[config.mk]
export PLATFORM = sky130hd
export DESIGN_NAME = sbt_back_flat
export DESIGN_NICKNAME = d
export VERILOG_FILES = /design/src/rtl/sbt_pkg.sv /design/src/rtl/sbt_if.sv /design/src/rtl/sbt_back.sv /design/src/flat_wrapper.sv
export SDC_FILE = /design/constraint.sdc
export NUM_CORES = 1
export LEC_CHECK = 0
export BUFFER_PORTS_ARGS = -buffer_cell sky130_fd_sc_hd__buf_2
export CAP_MARGIN = 20
export CORE_AREA = 2 2 237 239
export DETAILED_ROUTE_END_ITERATION = 6
export DIE_AREA = 0 0 239 241
export PLACE_DENSITY = 0.59
export SLEW_MARGIN = 5
export SYNTH_ARGS = -nofsm -noshare
export SYNTH_HDL_FRONTEND = slang
export SYNTH_SLANG_ARGS = --single-unit
[constraint.sdc]
create_clock -name i_clk -period 27 [get_ports i_clk]
set_input_delay 5.4 -clock i_clk [delete_from_list [all_inputs] [get_ports i_clk]]
set_output_delay 5.4 -clock i_clk [all_outputs]
set_load 0.005 [all_outputs]
[src/rtl/sbt_pkg.sv]
package sbt_pkg;

    localparam int PIX_W     = 8;
    localparam int MAX_WIDTH = 2048;
    localparam int AW        = $clog2(MAX_WIDTH);
    localparam int CW_W      = 12;
    localparam int H_W       = 16;
    localparam int TH_W      = 21;
    localparam int X_W       = 11;
    localparam int Y_W       = 16;
    localparam int GW        = 11;

    localparam int QDEPTH = 4;
    localparam int QAW    = $clog2(QDEPTH);
    localparam int QCW    = $clog2(QDEPTH + 1);
    localparam int QSW    = QCW + 1;

    localparam int CFG_IDX_W  = 2;
    localparam int CFG_DATA_W = 21;

    localparam logic [CFG_IDX_W-1:0] CFG_IMAGE_WIDTH  = 2'd0;
    localparam logic [CFG_IDX_W-1:0] CFG_IMAGE_HEIGHT = 2'd1;
    localparam logic [CFG_IDX_W-1:0] CFG_THRESHOLD_SQ = 2'd2;

    localparam int WIDTH_RST  = 640;
    localparam int HEIGHT_RST = 480;
    localparam int THRESH_RST = 10000;

    localparam logic [PIX_W-1:0] EDGE_ON  = 8'd255;
    localparam logic [PIX_W-1:0] EDGE_OFF = 8'd0;

    // one window column, index 0 = top row
    typedef logic [2:0][PIX_W-1:0] t_col;
    // three columns, index 0 = oldest
    typedef t_col [2:0] t_win;

    typedef struct packed {
        t_win           win;
        logic [AW-1:0]  col;
        logic [Y_W-1:0] row;
        logic           p0;
        logic           p1;
        logic           lc;
        logic           c_nz;
        logic           c_one;
        logic           y0;
        logic           r0;
    } t_job;

    typedef struct packed {
        logic           nonempty;
        logic [QCW-1:0] count;
    } t_qstat;

    typedef struct packed {
        logic [X_W-1:0] x;
        logic [Y_W-1:0] y;
        logic           last;
    } t_rmeta;

endpackage

[src/rtl/sbt_if.sv]


interface sbt_res_if import sbt_pkg::*; ();
    logic             valid;
    logic             ready;
    logic [PIX_W-1:0] edge_res;
    logic [X_W-1:0]   out_x;
    logic [Y_W-1:0]   out_y;
    logic             frame_last;

    modport source(output valid, output edge_res, output out_x, output out_y,
                   output frame_last, input ready);
    modport sink(input valid, input edge_res, input out_x, input out_y,
                 input frame_last, output ready);
endinterface


[src/rtl/sbt_back.sv]
module sbt_back import sbt_pkg::*; (
    input  logic            i_clk,
    input  logic            i_rst_n,
    input  logic [TH_W-1:0] i_threshold_sq,
    input  t_job            i_head,
    input  t_qstat          i_qstat,
    output logic            o_pop,
    sbt_res_if.source       o_res
);

    t_job                   r_job;
    logic [3:0]             r_mask, n_mask;
    logic                   r_busy, n_busy;
    logic [3:0]             sel, rest, head_mask;
    logic                   issue, load;
    logic                   s1_rdy, s2_rdy, s3_rdy;
    logic                   pass1, atlast;
    logic [1:0]             rt, rm, rb;
    t_col                   lf, md, rg;
    logic signed [GW-1:0]   gx, gy;
    t_rmeta                 meta;
    logic                   r_s1_v, r_s2_v, r_s3_v;
    logic signed [GW-1:0]   r_s1_gx, r_s1_gy;
    t_rmeta                 r_s1_m, r_s2_m, r_s3_m;
    logic signed [2*GW-1:0] gx_p, gy_p;
    logic [TH_W-1:0]        r_s2_gx2, r_s2_gy2;
    logic [TH_W:0]          mag;
    logic [PIX_W-1:0]       r_s3_edge;

    function automatic logic signed [GW-1:0] ext(input logic [PIX_W-1:0] a);
        ext = $signed({{(GW - PIX_W){1'b0}}, a});
    endfunction

    assign s3_rdy = !r_s3_v || o_res.ready;
    assign s2_rdy = !r_s2_v || s3_rdy;
    assign s1_rdy = !r_s1_v || s2_rdy;

    // result order: row above at c-1, at c, then last row at c-1, at c
    assign head_mask = {i_head.p1 & i_head.lc, i_head.p1 & i_head.c_nz,
                        i_head.p0 & i_head.lc, i_head.p0 & i_head.c_nz};
    assign sel   = r_mask & (~r_mask + 1'b1);
    assign rest  = r_mask & ~sel;
    assign issue = r_busy && s1_rdy;
    assign load  = i_qstat.nonempty && (!r_busy || (issue && (rest == '0)));
    assign o_pop = load;

    always_comb begin
        n_busy = r_busy;
        n_mask = r_mask;
        if (load) begin
            n_busy = 1'b1;
            n_mask = head_mask;
        end else if (issue) begin
            n_busy = (rest != '0);
            n_mask = rest;
        end
    end

    always_ff @(posedge i_clk) begin
        if (!i_rst_n) begin
            r_busy <= 1'b0;
            r_mask <= '0;
        end else begin
            r_busy <= n_busy;
            r_mask <= n_mask;
        end
    end

    always_ff @(posedge i_clk) begin
        if (load) begin
            r_job <= i_head;
        end
    end

    // window columns and rows with edge replication
    always_comb begin
        pass1  = sel[2] | sel[3];
        atlast = sel[1] | sel[3];
        if (pass1) begin
            rt = r_job.r0 ? 2'd2 : 2'd1;
            rm = 2'd2;
        end else begin
            rt = r_job.y0 ? 2'd1 : 2'd0;
            rm = 2'd1;
        end
        rb = 2'd2;
        if (atlast) begin
            lf = r_job.c_nz ? r_job.win[1] : r_job.win[2];
            md = r_job.win[2];
        end else begin
            lf = r_job.c_one ? r_job.win[1] : r_job.win[0];
            md = r_job.win[1];
        end
        rg = r_job.win[2];
        gx = (ext(rg[rt]) - ext(lf[rt])) + ((ext(rg[rm]) - ext(lf[rm])) <<< 1)
           + (ext(rg[rb]) - ext(lf[rb]));
        gy = (ext(lf[rb]) - ext(lf[rt])) + ((ext(md[rb]) - ext(md[rt])) <<< 1)
           + (ext(rg[rb]) - ext(rg[rt]));
        meta.x    = X_W'(atlast ? r_job.col : r_job.col - 1'b1);
        meta.y    = pass1 ? r_job.row : r_job.row - 1'b1;
        meta.last = pass1 & atlast;
    end

    assign gx_p = r_s1_gx * r_s1_gx;
    assign gy_p = r_s1_gy * r_s1_gy;
    assign mag  = {1'b0, r_s2_gx2} + {1'b0, r_s2_gy2};

    always_ff @(posedge i_clk) begin
        if (!i_rst_n) begin
            r_s1_v <= 1'b0;
            r_s2_v <= 1'b0;
            r_s3_v <= 1'b0;
        end else begin
            if (s1_rdy) begin
                r_s1_v <= issue;
            end
            if (s2_rdy) begin
                r_s2_v <= r_s1_v;
            end
            if (s3_rdy) begin
                r_s3_v <= r_s2_v;
            end
        end
    end

    always_ff @(posedge i_clk) begin
        if (s1_rdy) begin
            r_s1_gx <= gx;
            r_s1_gy <= gy;
            r_s1_m  <= meta;
        end
        if (s2_rdy) begin
            r_s2_gx2 <= gx_p[TH_W-1:0];
            r_s2_gy2 <= gy_p[TH_W-1:0];
            r_s2_m   <= r_s1_m;
        end
        if (s3_rdy) begin
            r_s3_edge <= (mag > {1'b0, i_threshold_sq}) ? EDGE_ON : EDGE_OFF;
            r_s3_m    <= r_s2_m;
        end
    end

    assign o_res.valid      = r_s3_v;
    assign o_res.edge_res   = r_s3_edge;
    assign o_res.out_x      = r_s3_m.x;
    assign o_res.out_y      = r_s3_m.y;
    assign o_res.frame_last = r_s3_m.last;

    a_busy_has_work: assert property (@(posedge i_clk) disable iff (!i_rst_n)
        r_busy |-> r_mask != '0)
        else $error("result sequencer busy with nothing left to issue");

endmodule

[src/flat_wrapper.sv]
// flat-port wrapper written by rule: the top's interface ports become plain ports
module sbt_back_flat import sbt_pkg::*;
  (i_clk, i_rst_n, i_threshold_sq, i_head, i_qstat, o_pop, o_res_valid, o_res_edge_res, o_res_out_x, o_res_out_y, o_res_frame_last, o_res_ready);
  sbt_res_if o_res_i ();
  input  logic i_clk;
  input  logic i_rst_n;
  input  logic [TH_W-1:0] i_threshold_sq;
  input  t_job i_head;
  input  t_qstat i_qstat;
  output logic o_pop;
  output wire logic [$bits(o_res_i.valid)-1:0] o_res_valid;
  output wire logic [$bits(o_res_i.edge_res)-1:0] o_res_edge_res;
  output wire logic [$bits(o_res_i.out_x)-1:0] o_res_out_x;
  output wire logic [$bits(o_res_i.out_y)-1:0] o_res_out_y;
  output wire logic [$bits(o_res_i.frame_last)-1:0] o_res_frame_last;
  input wire logic [$bits(o_res_i.ready)-1:0] o_res_ready;
  assign o_res_valid = o_res_i.valid;
  assign o_res_edge_res = o_res_i.edge_res;
  assign o_res_out_x = o_res_i.out_x;
  assign o_res_out_y = o_res_i.out_y;
  assign o_res_frame_last = o_res_i.frame_last;
  assign o_res_i.ready = o_res_ready;
  sbt_back u_core (.i_clk(i_clk), .i_rst_n(i_rst_n), .i_threshold_sq(i_threshold_sq), .i_head(i_head), .i_qstat(i_qstat), .o_pop(o_pop), .o_res(o_res_i));
endmodule
==> metrics, run 1 <==
Fin Hold WS=417 ps; crit path max fanout=5; Reg clk slew, reported paths=60 ps; Async S/R FF share, synth=0%; Core ar.=0.0549 mm^2; Starting Density=40.6%; postcts setup bufs=0; post_cts resized=0; DRT antenna net count=0; Slew @ Worst Pin=roughly 1000 ps; FILL cells=5145; synth warn=0; Max Freq=0.0844 GHz; syn_nets=2650; Netlist Area Pre-Place=0.0223 mm^2; Tcrit/Tclk final=43.9%; WS Path Type=in -> out; Max Cap Viol=0; # H-tree levels=1; met1 track demand over resource=20.4%; status=finished, final reports clean; Via density=4.92; share of layout cells above drive strength 1=11.7%; #FFs+latches synth=258; CTS Hold Bufs=0; die area=0.0576 mm^2; Fin. Hold Viols=0; register area share after synthesis=34.4%; # setup viols final=0; Area after DPL=0.0238 mm^2; DRC Markers=0; Slew Viols, Final=0; Hold Crit Class=reg -> reg; Die X=239 um; grt ovf=0; vias=14700; count of cell types in the netlist=82; number of iterations in the first detailed-routing pass=5; Max-slew headroom=34.1%; post-route setup TNS=0 ps; die outline height=around 240 um; fin nets=2799; vias in the first global route=roughly 15000; Worst-Skew Late Latency=slightly above 600 ps; Port Buffers=168; clock root buffer=clkbuf_16; Post-synth EDFFs=250; placement row count=86; gr usage total=around 17%; CP Capture Type=output pin; largest net degree at the start of global routing=69; drt total wl=47.7 mm; Critical Path Start Type=input port; CTS tree=done; GPL Wtd Cong=0.862; fin worst setup slack=around 15000 ps; most crowded layer after global routing=met2; CTS Buf Count=28; I/O pin count=172; arrival time worst endpoint=6460 ps; clk sinks=258; routed len/inst=16.0 um; top_reg_cell synth=edfxtp_1; Worst Path Required=around 22000 ps; Initial DRC Count=694; P&R area growth vs syn=11.2%; Syn Inst Count=2104; Setup WS pre-CTS=15120 ps; GRT met2 Usage=31.5%; initial antenna violation count=1; multi-input gate area in the final layout=~0.013 mm^2; Storage cell area=around 0.0077 mm^2; RSZ-0062 raised after global routing=no; FF-to-FF setup slack=20910 ps; cell area after layout=roughly 0.025 mm^2; GRT met3 Usage=2.09%; DPL Wire Length=39.3 mm; CTS max path bufs=3; Avg Inst Size Synth=10.6 um^2; final critical-path required period=11860 ps; final setup skew=78.1 ps; first-pass GRT wire length=77.8 mm
placed cells by master, fill, tap and decap left out, types with 13 or more instances in the layout:
master,instances
a21oi_1,99
fa_1,225
xor2_1,54
nor2b_1,34
xnor2_1,88
clkbuf_16,28
o21bai_1,17
o22ai_1,16
a21o_1,34
and3_1,13
buf_2,168
nand2_1,169
o21ai_0,54
and2_1,65
nor3_1,25
nor2_1,92
edfxtp_1,250
ha_1,187
nand3_1,23
inv_1,402
final timing paths:
kind | to | start | cells past startpoint
setup / recovery | o_pop | o_res_ready | 6
hold / removal | u_core.o_res.out_x[6] | u_core.r_s2_m[23] | 0
setup reg to reg | u_core.r_s1_gy[10] | u_core.r_mask[2] | 20
hold reg to reg | u_core.o_res.out_x[6] | u_core.r_s2_m[23] | 0
final cells by class:
cell class                 count  area share [%]
timing repair buffer         178            3.70
clock inverter                17           0.799
antenna                        1          0.0101
tap                          704            3.56
multi-input combinational   1384            51.8
inverter                     403            6.11
sequential                   258            31.0
clock buffer                  34            3.04
cells in the mapped netlist (12+ instances only):
master    number  area share [%]
and2_1        65             1.8
o21bai_1      17            0.57
inv_1        402             6.8
xor2_1        54             2.1
nor2b_1       34            0.96
a211oi_1      12            0.40
a21oi_1      101             2.3
a21o_1        34             1.1
nand2_1      170             2.9
nor2_1        92             1.6
and3_1        13            0.37
nand2b_1      12            0.34
edfxtp_1     250              34
nand3_1       24            0.54
o21ai_0       54             1.2
ha_1         187              11
nor3_1        25            0.56
xnor2_1       88             3.5
fa_1         225              20
o22ai_1       16            0.45
clkbuf_1      43            0.72
sequential cells by signal (all words and copies together), names as in the netlist, 4 cells and up:
name,cells
u_core.r_s2_gx2,20
u_core.o_res.out_y,16
u_core.r_s2_m,28
u_core.r_job,103
u_core.r_s1_gy,11
u_core.o_res.out_x,11
u_core.r_s1_gx,11
u_core.r_s1_m,28
u_core.r_s2_gy2,20
u_core.r_mask,4
metal layers:
layer,vias to the layer above,wire [um]
met4,0,1630
li1,7249,-
met3,83,1710
met1,7035,20100
met2,300,24300
met5,-,0
metrics by stage:
stage          instances  utilization [%]
4_1_cts             2978             45.1
3_5_place_dp        2927             43.4
3_3_place_gp        2927             43.4
5_1_grt             2979             45.1
6_report            2979             45.1
2_1_floorplan       2104                -
cells by family (layout without fill, tap and decap cells):
| logic type | after synthesis | after routing | synth area share (%) |
|---|---|---|---|
| simple gates | 483 | 483 | 10.6 |
| xor+xnor | 142 | 142 | 5.59 |
| fa+ha+maj | 416 | 416 | 30.9 |
| other cells | 0 | 1 | 0 |
| compound gates | 340 | 340 | 10.2 |
| mux | 3 | 3 | 0.135 |
| buf+inv | 462 | 632 | 8.07 |
| flops | 258 | 258 | 34.4 |
worst max-delay path, cell delays in order:
cell and delay, ps:
buf_2 100, nor2b_1 320, nand3_2 120, o21ai_0 200, a21oi_4 160, buf_2 160
Power of run 1 is not shown: default switching activity piles up to over one toggle a cycle in this logic, so the estimate is an artifact.
==> run 2: changes to the inputs <==
- clock period: 27 -> 11.3 ns (I/O delays scaled with it)
==> run 2 against run 1 <==
Net effect:
- sequential share of layout area hardly changed
- highest routed layer unchanged
- via count about the same
- wire length grew 0.39%
==> metrics, run 2 (synthesis results as in run 1) <==
number of iterations in the first detailed-routing pass=5; Core ar.=0.0549 mm^2; CTS max path bufs=3; Crit path max-delay family=compound AO/OA/AOI/OAI gates; status=finished, final reports clean; first-pass GRT wire length=79.2 mm; Slew @ Worst Pin=987 ps; Slew Viols, Final=0; post_cts resized=0; die area=0.0576 mm^2; CP Capture Type=register; placement row count=86; Worst Path Required=11650 ps; Max Cap Viol=0; biggest regs=u_core.r_job: 103 flops, u_core.r_s1_m: 28 flops, u_core.r_s2_m: 28 flops; fin nets=2800; final setup skew=34.2 ps; Reg clk slew, reported paths=60 ps; DRT antenna net count=0; CTS Hold Bufs=0; max reg flops=103; WS Path Type=reg -> reg; vias in the first global route=15600; RSZ-0062 raised after global routing=no; # H-tree levels=1; Max Freq=between 0.15 and 0.2 GHz; share of layout cells above drive strength 1=11.7%; die outline height=about 240 um; I/O pin count=172; Critical Path Start Type=register; Max-slew headroom=34.1%; Die X=239 um; DPL Wire Length=39.3 mm; crit path max fanout=17; post-route setup TNS=0 ps; FILL cells=about 5000; placed cells=2927; Starting Density=40.6%; Area after DPL=0.0238 mm^2; Hold Crit Class=reg -> reg; drt total wl=47.9 mm; slowest CP cell=o21ai_1; Post-Layout Cell Count=about 3000; routed len/inst=around 16 um; Fin. Hold Viols=0; initial antenna violation count=0; largest net degree at the start of global routing=roughly 70; Port Buffers=168; gr usage total=17.2%; vias=14700; GPL Wtd Cong=0.921; clk sinks=258; Initial DRC Count=a little under 700; critical path cell sequence=or2_1, a21o_1, nand2_1, o21ai_1, ha_1, a21o_1, a21o_1, o21ai_0, a311o_1, maj3_1, xor2_1, fa_1, inv_1, ha_1, a21oi_1, o21bai_1, a21oi_1, o21bai_1, a21oi_1, xnor2_1; FF-to-FF setup slack=5110 ps; CTS Buf Count=29; Worst-Skew Late Latency=600 ps; P&R area growth vs syn=11.3%; most frequent cells in the layout=inv_1, edfxtp_1, fa_1, ha_1, nand2_1; final critical-path required period=6190 ps; # diodes=0; clock root buffer=clkbuf_16; grt ovf=0; Tcrit/Tclk final=54.8%; commonest non-fill, non-tap cell in the layout=inv_1; DRC Markers=0; register with the most flip-flops=u_core.r_job; cell area after layout=0.0248 mm^2; # setup viols final=0; crit path buf inv count=1; Via density=4.92; arrival time worst endpoint=around 6500 ps; CP max stage delay=between 700 and 800 ps; CTS tree=done; postcts setup bufs=0
[run 2: through the flow]
stage	hold slack, ps	util (%)	setup slack (ps)
after floorplan	400	-	2110
after global placement	400	43.4	5340
after CTS	417	45.1	5160
after detailed placement	405	43.4	5170
final	416	45.1	5110
after global routing	421	45.1	4670
[run 2: final cells by class]
type	count	area (um^2)	area share (%)
sequential	258	7670	30.9
clock inverter	17	188	0.758
clock buffer	37	786	3.17
timing repair buffer	178	916	3.70
tap	704	881	3.56
inverter	403	1510	6.11
multi-input combinational	1384	12800	51.8
[run 2: worst paths after layout]
check,start,endpoint,depth (start not counted)
setup / recovery,u_core.r_mask[2],u_core.r_s1_gy[10],20
hold / removal,u_core.r_s1_m[8],u_core.r_s2_m[8],0
setup reg to reg,u_core.r_mask[2],u_core.r_s1_gy[10],20
hold reg to reg,u_core.r_s1_m[8],u_core.r_s2_m[8],0
[run 2: routing by layer]
metal	vias up	global-route usage, %	share of wire (%)
met3	94	2.18	3.8
li1	7245	-	-
met1	7033	21.0	42
met5	-	0	0
met2	307	31.6	51
met4	0	4.92	2.8
Power of run 2 is left out for the same reason.
