--- src/rtl/sbt_pkg.sv ---
package sbt_pkg;

    localparam int PIX_W     = 8;
    localparam int MAX_WIDTH = 2048;
    localparam int AW        = $clog2(MAX_WIDTH);
    localparam int CW_W      = 12;
    localparam int H_W       = 16;
    localparam int TH_W      = 21;
    localparam int X_W       = 11;
    localparam int Y_W       = 16;
    localparam int GW        = 11;

    localparam int QDEPTH = 4;
    localparam int QAW    = $clog2(QDEPTH);
    localparam int QCW    = $clog2(QDEPTH + 1);
    localparam int QSW    = QCW + 1;

    localparam int CFG_IDX_W  = 2;
    localparam int CFG_DATA_W = 21;

    localparam logic [CFG_IDX_W-1:0] CFG_IMAGE_WIDTH  = 2'd0;
    localparam logic [CFG_IDX_W-1:0] CFG_IMAGE_HEIGHT = 2'd1;
    localparam logic [CFG_IDX_W-1:0] CFG_THRESHOLD_SQ = 2'd2;

    localparam int WIDTH_RST  = 640;
    localparam int HEIGHT_RST = 480;
    localparam int THRESH_RST = 10000;

    localparam logic [PIX_W-1:0] EDGE_ON  = 8'd255;
    localparam logic [PIX_W-1:0] EDGE_OFF = 8'd0;

    // one window column, index 0 = top row
    typedef logic [2:0][PIX_W-1:0] t_col;
    // three columns, index 0 = oldest
    typedef t_col [2:0] t_win;

    typedef struct packed {
        t_win           win;
        logic [AW-1:0]  col;
        logic [Y_W-1:0] row;
        logic           p0;
        logic           p1;
        logic           lc;
        logic           c_nz;
        logic           c_one;
        logic           y0;
        logic           r0;
    } t_job;

    typedef struct packed {
        logic           nonempty;
        logic [QCW-1:0] count;
    } t_qstat;

    typedef struct packed {
        logic [X_W-1:0] x;
        logic [Y_W-1:0] y;
        logic           last;
    } t_rmeta;

endpackage

--- src/rtl/sbt_queue.sv ---
module sbt_queue import sbt_pkg::*; (
    input  logic   i_clk,
    input  logic   i_rst_n,
    input  logic   i_push,
    input  t_job   i_job,
    input  logic   i_pop,
    output t_job   o_head,
    output t_qstat o_status
);

    t_job           r_mem [QDEPTH];
    logic [QAW-1:0] r_head, r_tail;
    logic [QCW-1:0] r_count;

    function automatic logic [QAW-1:0] wrap_inc(input logic [QAW-1:0] p);
        wrap_inc = (p == QAW'(QDEPTH - 1)) ? '0 : p + 1'b1;
    endfunction

    always_ff @(posedge i_clk) begin
        if (!i_rst_n) begin
            r_head  <= '0;
            r_tail  <= '0;
            r_count <= '0;
        end else begin
            if (i_push) begin
                r_tail <= wrap_inc(r_tail);
            end
            if (i_pop) begin
                r_head <= wrap_inc(r_head);
            end
            case ({i_push, i_pop})
                2'b10:   r_count <= r_count + 1'b1;
                2'b01:   r_count <= r_count - 1'b1;
                default: r_count <= r_count;
            endcase
        end
    end

    always_ff @(posedge i_clk) begin
        if (i_push) begin
            r_mem[r_tail] <= i_job;
        end
    end

    assign o_head            = r_mem[r_head];
    assign o_status.count    = r_count;
    assign o_status.nonempty = (r_count != '0);

    a_no_overflow: assert property (@(posedge i_clk) disable iff (!i_rst_n)
        i_push |-> (r_count < QCW'(QDEPTH)) || i_pop)
        else $error("window queue overflow");

    a_no_underflow: assert property (@(posedge i_clk) disable iff (!i_rst_n)
        i_pop |-> r_count != '0)
        else $error("window queue underflow");

endmodule

--- config.mk ---
export PLATFORM = sky130hd
export DESIGN_NAME = sbt_queue
export DESIGN_NICKNAME = d
export VERILOG_FILES = /design/src/rtl/sbt_pkg.sv /design/src/rtl/sbt_queue.sv
export SDC_FILE = /design/constraint.sdc
export NUM_CORES = 1
export LEC_CHECK = 0
export CORE_MARGIN = 2
export CORE_UTILIZATION = 29
export CTS_BUF_LIST = sky130_fd_sc_hd__clkbuf_16
export DETAILED_ROUTE_END_ITERATION = 6
export DONT_BUFFER_PORTS = 1
export GPL_TIMING_DRIVEN = 0
export SLEW_MARGIN = 20
export SYNTH_ARGS = -nofsm -noshare
export SYNTH_HDL_FRONTEND = slang
export SYNTH_SLANG_ARGS = --single-unit
--- constraint.sdc ---
create_clock -name i_clk -period 4.1 [get_ports i_clk]
set_clock_uncertainty 0.15 [all_clocks]
set_input_delay 0.205 -clock i_clk [delete_from_list [all_inputs] [get_ports i_clk]]
set_output_delay 0.205 -clock i_clk [all_outputs]
set_load 0.02 [all_outputs]
==> results of run 1 <==
==> cell families (layout without fill, tap and decap cells) <==
group                      after synthesis  in the layout  share of synthesized area [%]
DFF                                    433            433                           82.1
muxes                                  110            110                           15.4
buffers and inverters                   27            231                           1.15
and+or+nand+nor                         14             14                          0.517
adders and majority gates                7              7                          0.604
AOI/OAI and AO/OA                        3              3                          0.127
xor gates and xnor gates                 2              2                          0.111
==> final timing paths <==
kind | endpoint | slack [ns] | startpoint | cells past startpoint
worst max-delay path | o_head[49] | 1.37 | register | 3
worst max register to register | r_mem[1][85]$_DFFE_PP_ | 1.87 | r_tail[1]$_SDFFE_PN0P_ | 5
worst min-delay path | r_mem[1][41]$_DFFE_PP_ | 0.005 | i_push | 1
worst min register to register | register | 0.40 | r_head[1]$_SDFFE_PN0P_ | 2
==> final cells by class <==
class / count / area [um^2]
well taps: 696 / 871
multi-input cells: 136 / 2650
fillers: 4827 / 34200
plain buffers: 24 / 169
clock buffers: 48 / 1200
flip-flops and latches: 433 / 12900
repair buffers: 120 / 1340
inverters: 3 / 11.3
clock inverters: 36 / 319
==> registers in the layout, indices dropped and copies added (netlist names), named ones only <==
| signal | cells |
|---|---|
| r_mem | 424 |
| r_count | 3 |
| r_head | 2 |
| r_tail | 2 |
==> synth_stat cells <==
master	number
edfxtp_1	424
mux4_2	106
buf_2	12
dfxtp_1	9
clkbuf_1	6
ha_1	6
and2_1	5
buf_8	5
mux2i_1	4
nor2b_1	4
inv_1	3
nor2_1	2
or3_1	2
xnor2_1	2
a21boi_0	1
buf_6	1
fa_1	1
nor3_1	1
o21a_1	1
o21ai_0	1
==> metrics by stage <==
stage	total power, uW	area, um^2	std cells	TNS (ns)	utilization [%]
after floorplan	5820	15700	596	0	-
after global placement	6020	16600	1292	-754.37	30.9
after detailed placement	6030	16800	1300	0	31.3
after CTS	10300	19500	1496	0	36.3
after global routing	10600	19500	1496	0	36.3
final	10200	19500	1496	0	36.3
==> power groups by stage <==
stage / sequential (uW) / clock, uW / combinational, uW
finish: 5090 / 4130 / 941
global route: 5110 / 4460 / 1010
detailed placement: 5190 / 0 / 837
floorplan: 5190 / 0 / 625
global placement: 5220 / 0 / 805
CTS: 5100 / 4280 / 975
==> placed cells by master (no fill, tap or decap), drive strengths merged <==
cell type,synthesis,layout
xnor2,2,2
nor3,1,1
dlygate4sd3,0,112
nor2b,4,4
ha,6,6
buf,18,26
clkbuf,6,54
o21ai,1,1
a21boi,1,1
edfxtp,424,424
mux2i,4,4
fa,1,1
mux4,106,106
inv,3,13
dfxtp,9,9
nor2,2,2
bufinv,0,5
clkinv,0,21
or3,2,2
and2,5,5
o21a,1,1
==> layer usage <==
| metal | vias up | track usage (%) | routed length, um |
|---|---|---|---|
| li1 | 2926 | - | - |
| met3 | 61 | 4.07 | 2580 |
| met1 | 3569 | 14.7 | 13400 |
| met5 | - | 0 | 52 |
| met2 | 219 | 17.9 | 14900 |
| met4 | 8 | 4.39 | 831 |
==> critical path, cell delays in order, from the launching register on <==
cell	delay (ns)
dfxtp_1	0.30
buf_2	0.27
clkbuf_1	0.66
mux4_2	0.56
==> flow_metrics.py, run 1 <==
metrics = {
    "final_layout": {
        "drive_gt1_share_pct": 25.5,
        "final_nets": 882,
        "syn_to_final_growth_pct": 23.8,
        "diodes": 0,
    },
    "global_routing": {
        "antenna_found_initial": 4,
        "grt_pass1_wl_um": 47500,
        "grt_pass1_vias": 7410,
        "grt_overflow": 0,
        "grt_max_degree": 42,
        "grt_usage_pct": 11.5,
    },
    "die": {
        "rows": 85,
        "dieArea_mm2": 0.0561,
        "die_w_um": 237,
        "ios": 220,
        "core_mm2": 0.0537,
        "die_height_um": 237,
        "start_util_pct": 29.3,
    },
    "sta": {
        "tightest_slew_ns": 0.816,
        "fin_ws_ns": 1.37,
        "rsz0062_at_grt": "no",
        "hold_ws_ns": 0.00524,
        "slew_violations": 0,
        "fin_crit_ns": 2.73,
        "timing.final.crit_share_pct": 66.7,
        "setup_viol": 0,
        "finalHoldViolCount": 0,
        "slew_headroom_pct": 45.6,
        "fmax_mhz": 366,
    },
    "pwr": {
        "leakage_uw": 0.00613,
        "pwr-share-clk_pct": 40.6,
        "p_int_uw": 7850,
        "ir_drop_uv": 376,
        "p_comb_share_pct": 9.3,
        "p_sw_uw": 2320,
        "swShare_pct": 22.8,
        "power_density_mw_per_mm2": 522,
        "seqPwrFrac_pct": 50.1,
    },
    "placement": {
        "gp_congestion": 0.681,
        "dp_hpwl_um": 19500,
        "port_buffers": 0,
        "post-place-ws_ns": 1.81,
    },
    "run_status": {
        "status": "completed",
    },
    "clocking": {
        "cts_buffer_depth": 3,
        "cts_max_level": 2,
        "numCtsBuffers": 47,
        "cts_resized": 0,
        "cts.sinks": 433,
        "clkSlewWorstSetupHoldPaths_ns": 0.06,
        "post_cts_buffers": 0,
        "clk_latency_ns": 0.58,
        "tritoncts": "yes",
        "cts_hold_buf": 112,
        "root_buffer": "clkbuf_16",
    },
    "critical_path": {
        "critPathCaptureType": "output port",
        "crit_fanout": 10,
        "cp.required_ns": 3.74,
        "arrival_ns": 2.38,
        "cp-start-kind": "register",
        "crit_type": "reg -> out",
    },
    "drt": {
        "drt_iter0_markers": 370,
        "drcViolationCount": 0,
        "drt_first_pass_iters": 4,
        "wl_per_cell_um": 21.2,
        "num_vias": 6783,
        "wirelength_um": 31800,
        "postRouteAntennaNets": 0,
        "viasPerCell": 4.53,
    },
    "logic_synthesis": {
        "ys.warnings.count": 0,
        "syn_avg_cell_area_um2": 26.4,
        "synth.area.top_cells": "edfxtp_1 81%, mux4_2 15%, dfxtp_1 1.1%",
        "synth_cells": 596,
        "synth_cell_types": 20,
        "synth.cell_area_mm2": 0.0157,
        "ys_seq_elements": 433,
        "seq_area_frac_synth_pct": 82.1,
        "yosysTopAreaCellShare_pct": 80.9,
        "synth_fp_nets": 713,
        "synth.largest_area_cell": "edfxtp_1",
    },
    "run": {
        "drv_cap": 0,
    },
    "worst_hold_path": {
        "min_path_type": "in -> reg",
    },
}
Power figures use the tool's default switching activity.
==> run 2: changes to the inputs <==
==> constraint.sdc (replaced) <==
create_clock -name i_clk -period 2.35 [get_ports i_clk]
set_clock_uncertainty 0.15 [all_clocks]
set_input_delay 0.1175 -clock i_clk [delete_from_list [all_inputs] [get_ports i_clk]]
set_output_delay 0.1175 -clock i_clk [all_outputs]
set_load 0.02 [all_outputs]
==> run 2 against run 1 <==
  * The run now ends with negative setup slack left
  * Non-clock buffer count grew 11
  * Global-route usage grew 0.23 points
  * Core utilization grew 0.38 points
  * Design area grew 1.1%
  * Clock-buffer cell count grew 1
  * First-iteration DRC count shrank 0.27%
  * Hold slack gained 0.082 ns
  * Critical path depth grew 1
  * Routed wire length grew 3.2%
  * Register-to-register slack lost 1.7 ns
==> flow_metrics.py, run 2 (synthesis results as in run 1) <==
metrics = {
    "final_layout": {
        "biggestRegsByFlops": "r_mem: 424 flops, r_count: 3 flops",
        "multi_input_area_mm2": 0.00266,
        "instances_no_fill": 1507,
        "drive_gt1_share_pct": 27.1,
        "layout_commonest_cell": "edfxtp_1",
        "largest_register_ffs": 424,
        "final_nets": 894,
        "seq_area_mm2": 0.0129,
        "fill_cells": 4806,
        "largest_register": "r_mem",
        "syn_to_final_growth_pct": 25.1,
        "final_cell_mix": "424 x edfxtp_1, 112 x dlygate4sd3_1, 106 x mux4_2",
    },
    "run_status": {
        "status": "finished, violations left",
        "violations": "negative setup slack",
    },
    "die": {
        "ios": 220,
        "rows": 85,
        "dieArea_mm2": 0.0561,
        "die_height_um": 237,
        "start_util_pct": 29.3,
        "core_mm2": 0.0537,
        "die_w_um": 237,
    },
    "critical_path": {
        "rr_startpoint": "r_tail[1]$_SDFFE_PN0P_",
        "rr_endpoint": "r_mem[3][64]$_DFFE_PP_",
        "r2r_slack_ns": 0.16,
        "cp-start-kind": "register",
        "r2r_cells": 4,
        "critPathCaptureType": "output port",
        "crit_fanout": 8,
        "cp.required_ns": 2.08,
        "arrival_ns": 2.09,
        "crit_type": "reg -> out",
    },
    "worst_hold_path": {
        "min_to": "r_count[2]$_SDFFE_PN0P_",
        "min_path_type": "in -> reg",
        "hold_path_startpoint": "i_push",
        "hold_depth": 5,
    },
    "drt": {
        "viasPerCell": 4.55,
        "wirelength_um": 32800,
        "postRouteAntennaNets": 0,
        "wl_per_cell_um": 21.7,
        "drcViolationCount": 0,
        "num_vias": 6863,
        "drt_iter0_markers": 369,
        "drt_first_pass_iters": 4,
    },
    "clocking": {
        "cts_buffer_depth": 3,
        "clk_latency_ns": 0.56,
        "clkSlewWorstSetupHoldPaths_ns": 0.06,
        "root_buffer": "clkbuf_16",
        "cts.sinks": 433,
        "tritoncts": "yes",
        "cts_max_level": 2,
        "numCtsBuffers": 47,
    },
    "sta": {
        "rsz0062_at_grt": "yes",
        "setup_tns_ns": -0.0319,
        "finalHoldViolCount": 0,
        "fin_ws_ns": -0.0104,
        "fin_crit_ns": 2.36,
        "setup_viol": 5,
        "slew_headroom_pct": 65.9,
        "tightest_slew_ns": 0.512,
        "fmax_mhz": 424,
        "slew_violations": 0,
        "timing.final.crit_share_pct": 100,
        "hold_ws_ns": 0.0871,
    },
    "pwr": {
        "leakage_uw": 0.00624,
        "ir_drop_uv": 620,
        "power_density_mw_per_mm2": 900,
    },
    "global_routing": {
        "grt_overflow": 0,
        "grt_pass1_wl_um": 48400,
        "grt_usage_pct": 11.7,
        "grt_max_degree": 41,
        "grt_pass1_vias": 7334,
        "antenna_found_initial": 5,
    },
    "placement": {
        "post-place-ws_ns": -0.0146,
        "port_buffers": 0,
        "dp_hpwl_um": 19800,
        "gp_congestion": 0.685,
        "post-place-cells": 1303,
    },
    "run": {
        "drv_cap": 0,
    },
}
run 2: through the flow:
stage | cell area, um^2 | total power [uW] | util [%]
finish | 19700 | 17700 | 36.6
global route | 19700 | 18400 | 36.6
CTS | 19700 | 18000 | 36.6
detailed placement | 16800 | 10500 | 31.4
global placement | 16600 | 10500 | 30.9
floorplan | 15700 | 10100 | -
run 2: timing repair:
item,4_1_cts,5_1_grt
hold endpoints to repair,551,0
hold buffers,112,0
setup endpoints to repair,134,83
gates resized for setup,24,3
setup buffers,5,0
gates cloned,4,0
pin swaps,1,0
run 2: critical path, cell delays in order (launching register included):
cell       delay, ns
dfxtp_2         0.34
buf_12          0.15
buf_12          0.16
bufbuf_16       0.28
mux4_2          0.59
run 2: where the power goes:
part           leakage, uW  switching (uW)  internal, uW  total (uW)
clock             0.000763            2890          4190        7090
sequential         0.00397            79.2          8810        8890
combinational      0.00150            1030           700        1730
run 2: how the worst max path moves through the flow:
| stage | from | slack (ns) | to |
|---|---|---|---|
| 2_1_floorplan | r_tail[0]$_SDFFE_PN0P_ | 0.45 | r_mem[2][0]$_DFFE_PP_ |
| 3_3_place_gp | r_tail[0]$_SDFFE_PN0P_ | -0.29 | r_mem[2][71]$_DFFE_PP_ |
| 3_5_place_dp | r_tail[0]$_SDFFE_PN0P_ | -0.01 | r_mem[2][69]$_DFFE_PP_ |
| 4_1_cts | register | -0.1 | o_head[10] |
| 5_1_grt | register | -0.10 | o_head[75] |
| 6_report | register | -0.01 | o_head[75] |
run 2: layout make-up:
class	instances	area share [%]
Tap cell	696	4.42
Inverter	3	0.0572
Antenna cell	2	0.0254
Multi-Input combinational cell	137	13.5
Sequential cell	433	65.6
Clock inverter	32	1.34
Clock buffer	49	6.23
Timing Repair Buffer	131	7.58
Buffer	24	1.23
run 2: routing by layer:
metal / share of wire [%] / global-route usage (%) / vias to the layer above
li1: - / - / 2946
met1: 41 / 14.3 / 3627
met2: 49 / 19.3 / 221
met3: 8.2 / 4.46 / 63
met4: 2.4 / 3.51 / 6
met5: 0.14 / 0 / -
==> run 3: changes to the inputs <==
--- a/config.mk
+++ b/config.mk
@@ -6,11 +6,12 @@
 export NUM_CORES = 1
 export LEC_CHECK = 0
 export CORE_MARGIN = 2
-export CORE_UTILIZATION = 29
+export CORE_UTILIZATION = 24
 export CTS_BUF_LIST = sky130_fd_sc_hd__clkbuf_16
 export DETAILED_ROUTE_END_ITERATION = 6
 export DONT_BUFFER_PORTS = 1
 export GPL_TIMING_DRIVEN = 0
+export MAX_ROUTING_LAYER = met4
 export SLEW_MARGIN = 20
 export SYNTH_ARGS = -nofsm -noshare
 export SYNTH_HDL_FRONTEND = slang
==> run 3 against run 2 <==
  * The run now ends clean
  * Flip-flop and latch count unchanged
  * Die area up 20%
  * Non-clock buffer count down 5
  * Design area up 1.1%
  * Largest cell class unchanged
==> flow_metrics.py, run 3 (synthesis results as in run 1) <==
metrics = {
    "clocking": {
        "clkSlewWorstSetupHoldPaths_ns": 0.06,
        "tritoncts": "yes",
        "cts_max_level": 2,
        "cts_buffer_depth": 3,
        "cts.sinks": 433,
        "clk_latency_ns": 0.55,
        "root_buffer": "clkbuf_16",
        "numCtsBuffers": 48,
    },
    "worst_hold_path": {
        "hold_path_startpoint": "i_job[12]",
        "hold_depth": 1,
        "min_to": "r_mem[3][12]$_DFFE_PP_",
        "min_path_type": "in -> reg",
    },
    "global_routing": {
        "grt_use_met1_pct": 11.9,
        "grt_pass1_wl_um": 49000,
        "gr-max-usage-layer": "met2",
        "grt_usage_pct": 10.2,
        "grt_pass1_vias": 7585,
        "grtUsageMet2_pct": 16.5,
        "grt_overflow": 0,
        "antenna_found_initial": 3,
        "grt_max_degree": 40,
        "met3_usage_pct": 3.62,
    },
    "critical_path": {
        "crit_type": "reg -> out",
        "rr_startpoint": "r_tail[0]$_SDFFE_PN0P_",
        "crit_fanout": 7,
        "critPathCaptureType": "output port",
        "rr_endpoint": "r_mem[2][68]$_DFFE_PP_",
        "r2r_slack_ns": 0.40,
        "r2r_cells": 5,
        "cp-start-kind": "register",
        "cp.required_ns": 2.08,
        "arrival_ns": 2.02,
    },
    "drt": {
        "drt_iter0_markers": 573,
        "num_vias": 6815,
        "postRouteAntennaNets": 0,
        "drcViolationCount": 0,
        "wirelength_um": 33600,
        "drt_first_pass_iters": 4,
        "viasPerCell": 4.10,
        "wl_per_cell_um": 20.2,
    },
    "final_layout": {
        "seq_area_mm2": 0.0129,
        "fill_cells": 6149,
        "final_cell_mix": "424 x edfxtp_1, 110 x dlygate4sd3_1, 106 x mux4_2",
        "syn_to_final_growth_pct": 26.5,
        "multi_input_area_mm2": 0.00265,
        "drive_gt1_share_pct": 27.5,
        "post-route-util_pct": 30.8,
        "largest_register_ffs": 424,
        "final_cell_area_mm2": 0.0199,
        "layout_commonest_cell": "edfxtp_1",
        "biggestRegsByFlops": "r_mem: 424 flops, r_count: 3 flops",
        "largest_register": "r_mem",
        "final_nets": 889,
    },
    "die": {
        "dieArea_mm2": 0.0676,
        "die_w_um": 260,
        "start_util_pct": 24.4,
        "rows": 93,
        "core_mm2": 0.0646,
        "ios": 220,
        "die_height_um": 260,
    },
    "sta": {
        "setup_viol": 0,
        "finalHoldViolCount": 0,
        "fmax_mhz": 438,
        "slew_headroom_pct": 75.7,
        "tightest_slew_ns": 0.365,
        "rsz0062_at_grt": "yes",
        "slew_violations": 0,
        "hold_ws_ns": 0.111,
        "timing.final.crit_share_pct": 97.2,
        "fin_crit_ns": 2.28,
        "setup_tns_ns": 0,
    },
    "pwr": {
        "finalPower_uw": 17800,
        "leakage_uw": 0.00622,
        "ir_drop_uv": 619,
        "power_density_mw_per_mm2": 896,
    },
    "placement": {
        "gp_congestion": 0.677,
        "port_buffers": 0,
        "dp_hpwl_um": 21300,
        "placed_cell_area_mm2": 0.0171,
    },
    "run_status": {
        "status": "completed",
    },
    "run": {
        "drv_cap": 0,
    },
}
==> run 3: changes by cell type in the layout (fill, tap and decap cells not counted), sizes merged, moves of 2 or more <==
cell,previous run,this run
diode,2,4
inv,18,11
buf,31,34
clkbuf,58,55
dlygate4sd3,112,110
bufbuf,3,0
clkinv,9,18
==> run 3: layer usage <==
layer	up-vias	wire length, um
met5	-	0
met4	0	675
met3	43	2740
met2	208	16600
met1	3625	13600
li1	2939	-
==> run 3: cell type report <==
class | instances | area share (%)
tap | 855 | 5.38
sequential | 433 | 64.9
antenna | 4 | 0.0503
timing repair buffer | 126 | 7.36
inverter | 3 | 0.0566
buffer | 24 | 1.30
clock inverter | 34 | 1.50
multi-input combinational | 136 | 13.3
clock buffer | 49 | 6.16
==> run 3: how the worst max path moves through the flow <==
| stage | to | cells past startpoint | slack [ns] | startpoint |
|---|---|---|---|---|
| after floorplan | r_mem[2][0]$_DFFE_PP_ | 3 | 0.45 | r_tail[0]$_SDFFE_PN0P_ |
| after global placement | r_mem[2][66]$_DFFE_PP_ | 3 | -0.30 | r_tail[0]$_SDFFE_PN0P_ |
| after detailed placement | o_head[48] | 3 | 0.04 | register |
| after CTS | o_head[81] | 5 | -0.05 | register |
| after global routing | o_head[57] | 5 | -0.03 | register |
| final | o_head[57] | 5 | 0.07 | register |
==> run 3: critical path, cell delays in order, from the launching register on <==
cell and delay (ns):
dfxtp_2 0.34, buf_12 0.15, buf_12 0.16, buf_12 0.12, buf_16 0.11, mux4_2 0.58
==> run 3: where the power goes <==
part	internal, uW	switching [uW]	leakage, uW	total, uW
Sequential	8810	78.5	0.00397	8890
Combinational	689	1050	0.00148	1740
Clock	4310	2900	0.000774	7210
Total	13800	4030	0.00622	17800
==> run 3: timing repair <==
action,in CTS,in global routing
endpoints found under the hold margin,573,0
gates resized for setup,33,1
setup endpoints to repair,100,25
hold buffers,110,0
setup buffers,2,1
cloned,2,0
==> run 3: stage by stage <==
step | std cells | setup WS [ns]
finish | 1664 | 0.0658
global route | 1663 | -0.0335
CTS | 1660 | -0.0512
detailed placement | 1463 | 0.0366
global placement | 1451 | -0.302
floorplan | 596 | 0.447
